===== config.mk =====
export PLATFORM = sky130hd
export DESIGN_NAME = ucs2_to_utf7_encoder_top
export DESIGN_NICKNAME = d
export VERILOG_FILES = /design/src/hdl/u7e_pkg.sv /design/src/hdl/ucs2_to_utf7_encoder_top.sv /design/src/hdl/u7e_front.sv /design/src/hdl/u7e_queue.sv /design/src/hdl/u7e_back.sv
export SDC_FILE = /design/constraint.sdc
export NUM_CORES = 1
export LEC_CHECK = 0
export BUFFER_PORTS_ARGS = -buffer_cell sky130_fd_sc_hd__clkbuf_2
export CORE_MARGIN = 2
export CORE_UTILIZATION = 30
export CTS_CLUSTER_DIAMETER = 120
export DETAILED_ROUTE_END_ITERATION = 7
export GPL_TIMING_DRIVEN = 1
export MAX_ROUTING_LAYER = met4
export PLACE_DENSITY_LB_ADDON = 0.25
export SYNTH_ARGS = -nofsm -noshare
export SYNTH_HDL_FRONTEND = slang
export SYNTH_HIERARCHICAL = 1
export SYNTH_SLANG_ARGS = --single-unit

===== constraint.sdc =====
create_clock -name clk -period 4 [get_ports clk]
set_input_delay 0.8 -clock clk [delete_from_list [all_inputs] [get_ports clk]]
set_output_delay 0.8 -clock clk [all_outputs]
set_load 0.01 [all_outputs]

===== src/hdl/u7e_pkg.sv =====
// Shared types, constants and base64 helpers for the UCS-2 to UTF-7 encoder.
`timescale 1ns / 1ps
`default_nettype none

package u7e_pkg;

    // Character codes used by the encoder.
    localparam logic [6:0]  CHAR_PLUS  = 7'h2B;
    localparam logic [6:0]  CHAR_MINUS = 7'h2D;
    localparam logic [6:0]  CHAR_UPPER_A = 7'h41;
    localparam logic [6:0]  CHAR_LOWER_A = 7'h61;
    localparam logic [6:0]  CHAR_DIGIT_0 = 7'h30;
    localparam logic [6:0]  CHAR_SLASH = 7'h2F;

    // Base64 digit range limits.
    localparam logic [5:0]  B64_UPPER_LAST = 6'h19;
    localparam logic [5:0]  B64_LOWER_FIRST = 6'h1A;
    localparam logic [5:0]  B64_LOWER_LAST = 6'h33;
    localparam logic [5:0]  B64_DIGIT_FIRST = 6'h34;
    localparam logic [5:0]  B64_DIGIT_LAST = 6'h3D;
    localparam logic [5:0]  B64_PLUS = 6'h3E;

    // Leftover bit counts carried between units of a run.
    localparam logic [2:0]  CARRY_NONE = 3'd0;
    localparam logic [2:0]  CARRY_TWO  = 3'd2;
    localparam logic [2:0]  CARRY_FOUR = 3'd4;

    // Burst geometry.
    localparam int          MAX_BURST = 5;
    localparam logic [2:0]  BURST_MAX_COUNT = 3'd5;
    localparam int          QUEUE_DEPTH = 2;
    localparam logic [1:0]  QUEUE_FULL_COUNT = 2'd2;

    // All characters caused by one code unit, in emission order.
    typedef struct packed {
        logic [MAX_BURST-1:0][6:0] chars;
        logic [2:0]                count;
    } burst_t;

    // Push side of the queue as seen by the front end.
    typedef struct packed {
        logic   valid;
        burst_t burst;
    } push_t;

    // Head of the queue as seen by the back end.
    typedef struct packed {
        logic   valid;
        burst_t burst;
    } head_t;

    // Map a 6-bit value onto its base64 character.
    function automatic logic [6:0] b64_digit(input logic [5:0] v);
        logic [6:0] ch;
        if (v <= B64_UPPER_LAST) begin
            ch = CHAR_UPPER_A + {1'b0, v};
        end
        else if (v <= B64_LOWER_LAST) begin
            ch = CHAR_LOWER_A + {1'b0, v - B64_LOWER_FIRST};
        end
        else if (v <= B64_DIGIT_LAST) begin
            ch = CHAR_DIGIT_0 + {1'b0, v - B64_DIGIT_FIRST};
        end
        else if (v == B64_PLUS) begin
            ch = CHAR_PLUS;
        end
        else begin
            ch = CHAR_SLASH;
        end
        return ch;
    endfunction

    // Pad the leftover bits with zeros into one final digit.
    function automatic logic [6:0] flush_digit(input logic [3:0] bits,
                                               input logic [2:0] cnt);
        logic [5:0] v;
        if (cnt == CARRY_FOUR) begin
            v = {bits, 2'b00};
        end
        else begin
            v = {bits[1:0], 4'b0000};
        end
        return b64_digit(v);
    endfunction

endpackage

`default_nettype wire


===== src/hdl/ucs2_to_utf7_encoder_top.sv =====
// A code unit's characters pass through a queue entry and then the output register before they appear.
// One character per cycle while char_stall is low, set by the single-character output register; a unit
// yields one to five characters (two or three when it continues an open run and does not end the string).
// A two-entry burst queue lets input transactions run ahead while the output stalls.
// Reset (rst_n low, asynchronous) closes any run, clears leftover bits and empties the queue.
// Top level of the UCS-2 to UTF-7 encoder.
`timescale 1ns / 1ps
`default_nettype none

module ucs2_to_utf7_encoder_top (
    input  wire logic           clk,
    input  wire logic           rst_n,
    input  wire logic           unit_valid,
    output logic                unit_stall,
    input  wire logic [15:0]    code_unit,
    input  wire logic           end_of_text,
    output logic                char_valid,
    input  wire logic           char_stall,
    output logic [6:0]          out_char,
    output logic                last_of_burst
);

    u7e_pkg::push_t push;
    u7e_pkg::head_t head;
    logic           queue_full;
    logic           pop;

    // Classify units and build bursts.
    u7e_front u_front (
        .clk         (clk),
        .rst_n       (rst_n),
        .unit_valid  (unit_valid),
        .unit_stall  (unit_stall),
        .code_unit   (code_unit),
        .end_of_text (end_of_text),
        .queue_full  (queue_full),
        .push        (push)
    );

    // Decouple the front end from the emitter.
    u7e_queue u_queue (
        .clk   (clk),
        .rst_n (rst_n),
        .push  (push),
        .full  (queue_full),
        .head  (head),
        .pop   (pop)
    );

    // Emit characters one per cycle while the output is not stalled.
    u7e_back u_back (
        .clk           (clk),
        .rst_n         (rst_n),
        .head          (head),
        .pop           (pop),
        .char_valid    (char_valid),
        .char_stall    (char_stall),
        .out_char      (out_char),
        .last_of_burst (last_of_burst)
    );

endmodule

`default_nettype wire


===== src/hdl/u7e_front.sv =====
// Front end: accepts code units, tracks the base64 run and builds each character burst.
`timescale 1ns / 1ps
`default_nettype none

module u7e_front (
    input  wire logic           clk,
    input  wire logic           rst_n,
    input  wire logic           unit_valid,
    output logic                unit_stall,
    input  wire logic [15:0]    code_unit,
    input  wire logic           end_of_text,
    input  wire logic           queue_full,
    output u7e_pkg::push_t      push
);

    logic           in_shift_reg;
    logic           in_shift_next;
    logic [3:0]     carry_bits_reg;
    logic [3:0]     carry_bits_next;
    logic [2:0]     carry_count_reg;
    logic [2:0]     carry_count_next;
    u7e_pkg::burst_t burst;
    logic [2:0]     put_cnt;
    logic           accept;

    assign unit_stall = queue_full;
    assign accept     = unit_valid && !queue_full;

    // Build the burst for the offered unit and the run state that follows it.
    always_comb
    begin
        burst            = '0;
        put_cnt          = 3'd0;
        in_shift_next    = in_shift_reg;
        carry_bits_next  = carry_bits_reg;
        carry_count_next = carry_count_reg;

        if (code_unit[15:7] == 9'd0) begin
            // An ASCII unit closes any open run first.
            if (in_shift_reg) begin
                if (carry_count_reg != u7e_pkg::CARRY_NONE) begin
                    burst.chars[put_cnt] = u7e_pkg::flush_digit(carry_bits_reg,
                                                                carry_count_reg);
                    put_cnt = put_cnt + 3'd1;
                end
                burst.chars[put_cnt] = u7e_pkg::CHAR_MINUS;
                put_cnt = put_cnt + 3'd1;
            end
            in_shift_next    = 1'b0;
            carry_bits_next  = 4'd0;
            carry_count_next = u7e_pkg::CARRY_NONE;
            if (code_unit[6:0] == u7e_pkg::CHAR_PLUS) begin
                burst.chars[put_cnt] = u7e_pkg::CHAR_PLUS;
                put_cnt = put_cnt + 3'd1;
                burst.chars[put_cnt] = u7e_pkg::CHAR_MINUS;
                put_cnt = put_cnt + 3'd1;
            end
            else begin
                burst.chars[put_cnt] = code_unit[6:0];
                put_cnt = put_cnt + 3'd1;
            end
        end
        else begin
            // A unit above ASCII opens a run if none is open.
            if (!in_shift_reg) begin
                burst.chars[put_cnt] = u7e_pkg::CHAR_PLUS;
                put_cnt = put_cnt + 3'd1;
            end
            in_shift_next = 1'b1;
            // Pack the carried bits and the unit big-endian into digits.
            if (!in_shift_reg || carry_count_reg == u7e_pkg::CARRY_NONE) begin
                burst.chars[put_cnt] = u7e_pkg::b64_digit(code_unit[15:10]);
                put_cnt = put_cnt + 3'd1;
                burst.chars[put_cnt] = u7e_pkg::b64_digit(code_unit[9:4]);
                put_cnt = put_cnt + 3'd1;
                carry_bits_next  = code_unit[3:0];
                carry_count_next = u7e_pkg::CARRY_FOUR;
            end
            else if (carry_count_reg == u7e_pkg::CARRY_FOUR) begin
                burst.chars[put_cnt] = u7e_pkg::b64_digit({carry_bits_reg,
                                                           code_unit[15:14]});
                put_cnt = put_cnt + 3'd1;
                burst.chars[put_cnt] = u7e_pkg::b64_digit(code_unit[13:8]);
                put_cnt = put_cnt + 3'd1;
                burst.chars[put_cnt] = u7e_pkg::b64_digit(code_unit[7:2]);
                put_cnt = put_cnt + 3'd1;
                carry_bits_next  = {2'b00, code_unit[1:0]};
                carry_count_next = u7e_pkg::CARRY_TWO;
            end
            else begin
                burst.chars[put_cnt] = u7e_pkg::b64_digit({carry_bits_reg[1:0],
                                                           code_unit[15:12]});
                put_cnt = put_cnt + 3'd1;
                burst.chars[put_cnt] = u7e_pkg::b64_digit(code_unit[11:6]);
                put_cnt = put_cnt + 3'd1;
                burst.chars[put_cnt] = u7e_pkg::b64_digit(code_unit[5:0]);
                put_cnt = put_cnt + 3'd1;
                carry_bits_next  = 4'd0;
                carry_count_next = u7e_pkg::CARRY_NONE;
            end
            // The end of the string closes the run in the same transaction.
            if (end_of_text) begin
                if (carry_count_next != u7e_pkg::CARRY_NONE) begin
                    burst.chars[put_cnt] = u7e_pkg::flush_digit(carry_bits_next,
                                                                carry_count_next);
                    put_cnt = put_cnt + 3'd1;
                end
                burst.chars[put_cnt] = u7e_pkg::CHAR_MINUS;
                put_cnt = put_cnt + 3'd1;
                in_shift_next    = 1'b0;
                carry_bits_next  = 4'd0;
                carry_count_next = u7e_pkg::CARRY_NONE;
            end
        end
        burst.count = put_cnt;
    end

    // Push the finished burst into the queue.
    assign push.valid = accept;
    assign push.burst = burst;

    // Run state advances only on an accepted transaction.
    always_ff @(posedge clk or negedge rst_n)
    begin
        if (!rst_n) begin
            in_shift_reg    <= 1'b0;
            carry_bits_reg  <= 4'd0;
            carry_count_reg <= u7e_pkg::CARRY_NONE;
        end
        else if (accept) begin
            in_shift_reg    <= in_shift_next;
            carry_bits_reg  <= carry_bits_next;
            carry_count_reg <= carry_count_next;
        end
    end

`ifndef SYNTHESIS
    // Every transaction yields between one and five characters.
    a_burst_size: assert property (@(posedge clk) disable iff (!rst_n)
        accept |-> (burst.count != 3'd0 && burst.count <= u7e_pkg::BURST_MAX_COUNT))
        else $error("burst size out of range");

    // Leftover bits come only in pairs, and only inside a run.
    a_carry_legal: assert property (@(posedge clk) disable iff (!rst_n)
        (carry_count_reg == u7e_pkg::CARRY_NONE)
        || (in_shift_reg && (carry_count_reg == u7e_pkg::CARRY_TWO
                             || carry_count_reg == u7e_pkg::CARRY_FOUR)))
        else $error("illegal carry state");

    // The end of the string leaves the run state as it is after reset.
    a_eot_closes: assert property (@(posedge clk) disable iff (!rst_n)
        (accept && end_of_text) |=> (!in_shift_reg && carry_count_reg == u7e_pkg::CARRY_NONE
                                     && carry_bits_reg == 4'd0))
        else $error("run not closed at end of text");
`endif

endmodule

`default_nettype wire


===== src/hdl/u7e_queue.sv =====
// Two-entry burst queue between the front end and the character emitter.
`timescale 1ns / 1ps
`default_nettype none

module u7e_queue (
    input  wire logic           clk,
    input  wire logic           rst_n,
    input  u7e_pkg::push_t      push,
    output logic                full,
    output u7e_pkg::head_t      head,
    input  wire logic           pop
);

    u7e_pkg::burst_t entries [u7e_pkg::QUEUE_DEPTH];
    logic            wr_ptr_reg;
    logic            rd_ptr_reg;
    logic [1:0]      count_reg;
    logic [1:0]      count_next;
    logic            do_push;
    logic            do_pop;

    assign full       = (count_reg == u7e_pkg::QUEUE_FULL_COUNT);
    assign do_push    = push.valid && !full;
    assign do_pop     = pop && (count_reg != 2'd0);
    assign head.valid = (count_reg != 2'd0);
    assign head.burst = entries[rd_ptr_reg];

    // Occupancy after this cycle's push and pop.
    always_comb
    begin
        count_next = count_reg;
        if (do_push && !do_pop) begin
            count_next = count_reg + 2'd1;
        end
        else if (do_pop && !do_push) begin
            count_next = count_reg - 2'd1;
        end
    end

    // Entry storage, written at the write pointer.
    always_ff @(posedge clk)
    begin
        if (do_push) begin
            entries[wr_ptr_reg] <= push.burst;
        end
    end

    // Pointers and occupancy.
    always_ff @(posedge clk or negedge rst_n)
    begin
        if (!rst_n) begin
            wr_ptr_reg <= 1'b0;
            rd_ptr_reg <= 1'b0;
            count_reg  <= 2'd0;
        end
        else begin
            if (do_push) begin
                wr_ptr_reg <= !wr_ptr_reg;
            end
            if (do_pop) begin
                rd_ptr_reg <= !rd_ptr_reg;
            end
            count_reg <= count_next;
        end
    end

`ifndef SYNTHESIS
    // Occupancy never exceeds the depth.
    a_count_bound: assert property (@(posedge clk) disable iff (!rst_n)
        count_reg <= u7e_pkg::QUEUE_FULL_COUNT)
        else $error("queue overflow");
`endif

endmodule

`default_nettype wire


===== src/hdl/u7e_back.sv =====
// Back end: steps through the head burst and drives one character per cycle unless char_stall holds the output.
`timescale 1ns / 1ps
`default_nettype none

module u7e_back (
    input  wire logic           clk,
    input  wire logic           rst_n,
    input  u7e_pkg::head_t      head,
    output logic                pop,
    output logic                char_valid,
    input  wire logic           char_stall,
    output logic [6:0]          out_char,
    output logic                last_of_burst
);

    logic [2:0] idx_reg;
    logic [2:0] idx_next;
    logic       valid_reg;
    logic       valid_next;
    logic [6:0] char_reg;
    logic       last_reg;
    logic       load;
    logic       is_last;

    // The output register takes a new character when it is empty or being taken.
    assign load    = head.valid && (!valid_reg || !char_stall);
    assign is_last = (idx_reg == head.burst.count - 3'd1);
    assign pop     = load && is_last;

    // Character index and output valid.
    always_comb
    begin
        idx_next   = idx_reg;
        valid_next = valid_reg;
        if (load) begin
            valid_next = 1'b1;
            idx_next   = is_last ? 3'd0 : idx_reg + 3'd1;
        end
        else if (!char_stall) begin
            valid_next = 1'b0;
        end
    end

    always_ff @(posedge clk or negedge rst_n)
    begin
        if (!rst_n) begin
            idx_reg   <= 3'd0;
            valid_reg <= 1'b0;
        end
        else begin
            idx_reg   <= idx_next;
            valid_reg <= valid_next;
        end
    end

    // Output payload register.
    always_ff @(posedge clk)
    begin
        if (load) begin
            char_reg <= head.burst.chars[idx_reg];
            last_reg <= is_last;
        end
    end

    assign char_valid    = valid_reg;
    assign out_char      = char_reg;
    assign last_of_burst = last_reg;

`ifndef SYNTHESIS
    // The index always points inside the head burst.
    a_idx_in_burst: assert property (@(posedge clk) disable iff (!rst_n)
        head.valid |-> (idx_reg < head.burst.count))
        else $error("character index beyond burst");

    // The index rewinds when the head burst is retired.
    a_idx_rewind: assert property (@(posedge clk) disable iff (!rst_n)
        pop |=> (idx_reg == 3'd0))
        else $error("index not rewound after pop");
`endif

endmodule

`default_nettype wire

Word-level counts from Yosys, hierarchy flattened
Memory sizes are Yosys's and may differ from the RTL's. Index checks and enable logic that the tools add are counted. W data, S select, Z words.

Output and inout bits: 10. Register bits: 24. Input bits: 21. Memory bits (read-only): 0. Bits in writable memories: 76. Memories kept: 1. Bits in latches: 0.

Memories: u_queue.entries (depth 2, bits a word 38, rd ports 1, clocked after Yosys merged registers in 0, wr ports 1, line u7e_queue.sv:14) `u7e_pkg::burst_t entries [u7e_pkg::QUEUE_DEPTH];`.

Muxes and demuxes: 150. Multiply operators: 0. Reductions and logical operators: 31. Bitwise operators: 12. Div/mod/pow operators: 0. Equality and inequality tests: 16. $lt $le $gt $ge: 47. Add/sub/neg operators: 62. Shift-type cells: 0.

Operators with widths (number): $mux W7 (68); $mux W35 (11); $bwmux W35 (10); $demux W7 S3 (8); $add A7 B6 Y7 const A (20); $le A6 B6 Y1 const B (20); $mux W3 (28); $add A6 B6 Y7 const A (10); $eq A6 B6 Y1 const B (10); $le A6 B5 Y1 const B (10); $not A15 Y15 (4); $or A20 B20 Y20 (3); $sub A6 B5 Y6 const B (10); $sub A6 B6 Y6 const B (10); $mux W6 (9); $and A15 B15 Y15 (3); $lt A3 B4 Y1 const B (9); $add A3 B1 Y3 const B (9); $ge A3 B1 Y1 const B (8); $bmux W7 S3 (1); $or A4 B20 Y20 (1); $and A3 B15 Y15 (1); $logic_and A1 B1 Y1 (15); $mux W4 (3); 16 further kinds (37).

Depth between registers and ports, before layout
Depth after elaboration: 24. Depth in mapped cells: 13. Gate-level depth less buffers: 11.

Cells and area by module
Netlist, hierarchy kept.

By module, submodules not included: u7e_front (cells an instance 892, seq. area each 175.2 um2, times used 1, area an instance 6142.1 um2); u7e_queue (cells an instance 137, seq. area each 2382.3 um2, times used 1, area an instance 2989.1 um2); u7e_back (cells an instance 67, seq. area each 340.3 um2, times used 1, area an instance 800.8 um2).

Least setup slack after synthesis
OpenSTA, ideal clock, no wires.

Path kind: input port to flip-flop. From: input unit_valid. To: memory u_queue/entries[0][0] in the netlist's numbering (enable). Stages: 6. Setup time: 0.433 ns. Setup slack: 0.629 ns. Arrival: 2.938 ns. Cells stage by stage: nand2b_1 > clkbuf_1 > clkinv_1 > buf_4 > nand2_1 > nor2_1.

Longest elaborated chain between the ends: 4.

RTL lines: from (decl) (line ucs2_to_utf7_encoder_top.sv:13) `input wire logic unit_valid,`; $logic_and A1 B1 Y1 (line u7e_front.sv:27) `assign accept = unit_valid && !queue_full;`; named net u_front.accept (line u7e_front.sv:24) `logic accept;`; $logic_and A1 B1 Y1 (line u7e_queue.sv:23) `assign do_push = push.valid && !full;`; $mux W1 (line u7e_queue.sv:43) `if (do_push) begin`; $mux W1 (implied by the code) (line u7e_queue.sv:44) `entries[wr_ptr_reg] <= push.burst;`; to (decl) (line u7e_queue.sv:14).

The timed path passes the listed nets, and every way through them passes these cells.

==> metrics.txt <==
# TYPE chip_impl_metric gauge
chip_impl_info{name="cp_startpoint_kind",value="primary input"} 1
chip_impl_metric{name="synth_area_per_cell",unit="um2"} 9.06
chip_impl_metric{name="floorplan.core_area",unit="um2"} 32500
chip_impl_metric{name="design.portCount",unit=""} 31
chip_impl_metric{name="synth-async-reset-ratio",unit=""} 0.152
chip_impl_metric{name="synth.cell_area",unit="um2"} 9930
chip_impl_metric{name="place_hpwl",unit="um"} 23100
chip_impl_info{name="clk_root_buffer_cell",value="sky130_fd_sc_hd__clkbuf_16"} 1
chip_impl_metric{name="wl",unit="um"} 30300
chip_impl_metric{name="first_global_vias",unit=""} 8125
chip_impl_metric{name="number_of_synthesized_register_bits",unit=""} 99
chip_impl_metric{name="crit_path_arrival_time",unit="ns"} 3.49
chip_impl_metric{name="area.sequential",unit="um2"} 2900
chip_impl_info{name="status",value="finished clean"} 1
chip_impl_metric{name="level_count_of_the_clock_h_tree",unit=""} 3
chip_impl_metric{name="portBuffers",unit=""} 30
chip_impl_info{name="critical_path.top_delay_family",value="simple AND/OR/NAND/NOR gates"} 1
chip_impl_metric{name="met2_usage",unit=""} 0.284
chip_impl_metric{name="die_height",unit="um"} 186
chip_impl_metric{name="multi_input_area",unit="um2"} 6560
chip_impl_metric{name="worstPathBufferInverterCount",unit=""} 2
chip_impl_metric{name="n_antenna_cell",unit=""} 0
chip_impl_metric{name="remaining_drc_errors",unit=""} 0
chip_impl_metric{name="power.leakage",unit="nW"} 4.16
chip_impl_metric{name="cell_rows",unit=""} 66
chip_impl_metric{name="number_of_antenna_violations_at_the_first_check_in_global_routing",unit=""} 0
chip_impl_metric{name="setup-violations-final",unit=""} 0
chip_impl_info{name="synth_top_family_by_area",value="compound AO/OA/AOI/OAI gates"} 1
chip_impl_metric{name="grt_util_met1",unit=""} 0.252
chip_impl_metric{name="share_of_the_synthesized_area_in_compound_gates_ao_oa_aoi_oai",unit=""} 0.208
chip_impl_metric{name="max_ffs_per_register",unit=""} 76
chip_impl_metric{name="starting_density_of_the_core",unit=""} 0.305
chip_impl_metric{name="clk-insertion-delay-late",unit="ns"} 0.34
chip_impl_metric{name="grt_start_max_net_pins",unit=""} 39
chip_impl_info{name="cpMaxStageDelayCell",value="sky130_fd_sc_hd__or3_1"} 1
chip_impl_metric{name="layout-area-overhead-vs-synth",unit="%"} 10.9
chip_impl_metric{name="tritoncts.num_buffers",unit=""} 9
chip_impl_metric{name="cts_resized",unit=""} 0
chip_impl_metric{name="avgViaCountPerCell",unit=""} 5.37
chip_impl_info{name="crit_path_end_kind",value="flop"} 1
chip_impl_metric{name="layout_min_cycle_time",unit="ns"} 3.34
chip_impl_metric{name="clk_path_buf_depth",unit=""} 2
chip_impl_metric{name="synth_adder_area_share",unit=""} 0.117
chip_impl_metric{name="critPathMaxStageDelay",unit="ns"} 0.51
chip_impl_metric{name="yosysSeqAreaShare",unit=""} 0.292
chip_impl_metric{name="post_cts_hold_buffer_count",unit=""} 0
chip_impl_metric{name="post_drt_wl_per_cell",unit="um"} 19.3
chip_impl_info{name="cp_cell_sequence",value="clkbuf_2 -> inv_1 -> ha_1 -> nand2_1 -> or3_1 -> nor2_1 -> nand2_1 -> o2111ai_1 -> a31oi_1 -> a31oi_1"} 1
chip_impl_metric{name="final_layout_size_suffix_gt1_frac",unit=""} 0.145
chip_impl_metric{name="placement.cell_area",unit="um2"} 10700
chip_impl_info{name="hp-class",value="primary input to async pin"} 1
chip_impl_metric{name="p_per_area",unit="nW/um2"} 553
chip_impl_metric{name="tns",unit="ns"} 0
chip_impl_metric{name="hold_viol",unit=""} 0
chip_impl_metric{name="post_synth_xor_area_fraction",unit=""} 0.101
chip_impl_metric{name="required",unit="ns"} 4.14
chip_impl_metric{name="achievable-frequency",unit="MHz"} 299
chip_impl_info{name="cts_tree",value="done"} 1
chip_impl_metric{name="post_cts_buffers",unit=""} 0
chip_impl_metric{name="gp_routability_congestion",unit=""} 0.948
chip_impl_metric{name="max_capacitance_violation_count",unit=""} 0
chip_impl_metric{name="slew-limit-headroom",unit=""} 0.362
chip_impl_metric{name="grt.total_usage",unit=""} 0.183
chip_impl_metric{name="timing.final.max_slew_violations",unit=""} 0
chip_impl_metric{name="stdcell_area",unit="um2"} 11000
chip_impl_metric{name="detail_route.first_pass.iterations",unit=""} 5
chip_impl_metric{name="synthesis.yosys.warnings",unit=""} 6
chip_impl_metric{name="route.vias.total",unit=""} 8444
chip_impl_metric{name="synth-edff-count",unit=""} 84
chip_impl_metric{name="crit_fanout",unit=""} 13
chip_impl_metric{name="ir_drop",unit="mV"} 0.263
chip_impl_metric{name="post-layout-total-power",unit="mW"} 6.08
chip_impl_metric{name="drt_iter0_markers",unit=""} 793
chip_impl_metric{name="cts.reportedPaths.clkPinSlew",unit="ns"} 0.07
chip_impl_metric{name="dieArea",unit="um2"} 34600
chip_impl_metric{name="post-route-period-util",unit=""} 0.836
chip_impl_metric{name="clock_sinks",unit=""} 99
chip_impl_metric{name="num-fill-cells",unit=""} 3490
chip_impl_metric{name="synth_simple_gate_area_share",unit=""} 0.154
chip_impl_info{name="timing_worst_setup_path_type",value="primary input to flop"} 1
chip_impl_info{name="grt_setup_unrepaired",value="no"} 1
chip_impl_info{name="dominantRegCellSynth",value="sky130_fd_sc_hd__edfxtp_1"} 1
chip_impl_metric{name="global_route_wire_length_before_repair",unit="um"} 47400
chip_impl_metric{name="groute.layer.met3.usage",unit=""} 0.0182
chip_impl_metric{name="dieWidth",unit="um"} 186
chip_impl_metric{name="finClkSkew",unit="ns"} 0.00660
chip_impl_info{name="grt_busiest_layer",value="met2"} 1
chip_impl_metric{name="finish.net_count",unit=""} 1238
chip_impl_metric{name="syn_inst",unit=""} 1096
chip_impl_metric{name="globalRouteOverflowTotal",unit=""} 0
chip_impl_metric{name="synth_cell_types",unit=""} 85
chip_impl_metric{name="ant_nets",unit=""} 0
chip_impl_metric{name="tightest_slew",unit="ns"} 0.957
chip_impl_metric{name="yosys-mux-area-fraction",unit=""} 0.0776
## path summary, 6_finish.rpt
path	depth (start not counted)	slack, ns	to	startpoint
worst min-delay path	1	0.38	u_back/char_valid	rst_n
worst min register to register	1	0.49	u_queue/count_reg[1]	u_queue/count_reg[1]
worst max register to register	11	0.87	u_queue/entries[0][22]	u_front/carry_count_reg[2]
worst max-delay path	10	0.66	u_queue/entries[0][21]	code_unit[12]
min in group clk	1	0.49	u_queue/count_reg[1]	u_queue/count_reg[1]
max in group asynchronous	1	3.31	u_queue/rd_ptr_reg	rst_n
## layout make-up
class | instances | area share
multi-input cells | 887 | 0.596
clock buffers | 9 | 0.0205
repair buffers | 84 | 0.0505
flip-flops and latches | 99 | 0.263
inverters | 43 | 0.0147
well taps | 442 | 0.0502
clock inverters | 7 | 0.00534
## power breakdown
part,internal [mW],total (mW),switching (mW)
Combinational,1.37,3.44,2.07
Sequential,1.64,1.82,0.183
Clock,0.476,0.827,0.352
## synthesized netlist by cell type (all sizes together) (17+ instances only)
master / instances / area [um2]
xnor2: 74 / 648
clkbuf: 42 / 158
o22ai: 17 / 113
nor2: 59 / 221
o211ai: 28 / 210
o21ai: 69 / 345
nor3: 21 / 105
edfxtp: 84 / 2520
mux2i: 26 / 260
inv: 38 / 143
a31oi: 19 / 119
mux2: 42 / 510
ha: 93 / 1160
nand3: 31 / 155
nor2b: 19 / 119
nand2: 98 / 370
a21oi: 65 / 325
xor2: 38 / 333
buf: 27 / 179
## cell usage in the layout (no fill, tap or decap), types with 35 or more instances in the layout
cell                       count
sky130_fd_sc_hd__nor2_1       58
sky130_fd_sc_hd__buf_4        54
sky130_fd_sc_hd__xor2_1       38
sky130_fd_sc_hd__ha_1         93
sky130_fd_sc_hd__nand2_1      97
sky130_fd_sc_hd__o21ai_0      67
sky130_fd_sc_hd__xnor2_1      74
sky130_fd_sc_hd__edfxtp_1     84
sky130_fd_sc_hd__a21oi_1      65
sky130_fd_sc_hd__inv_1        35
## layer usage
| metal | routed length (um) | share of wire |
|---|---|---|
| met5 | 0 | 0 |
| met4 | 784 | 0.026 |
| met3 | 1200 | 0.040 |
| met2 | 13800 | 0.45 |
| met1 | 14600 | 0.48 |
## logic make-up after synthesis
family                   after synthesis
other                                  1
multiplexers                          68
adder cells (fa/ha/maj)               93
flip-flops                            99
XOR/XNOR                             113
AO/OA/AOI/OAI                        307
buffers and inverters                112
AND/OR/NAND/NOR                      303
## metrics by stage
stage | hold slack (ns) | setup slack, ns | util | std cells
finish | 0.377 | 0.657 | 0.338 | 1571
global route | 0.397 | 0.453 | 0.338 | 1571
CTS | 0.384 | 0.731 | 0.338 | 1571
detailed placement | 0.481 | 0.372 | 0.330 | 1555
global placement | 0.478 | 0.340 | 0.330 | 1555
floorplan | 0.456 | 0.629 | - | 1098
Power figures use the tool's default switching activity.
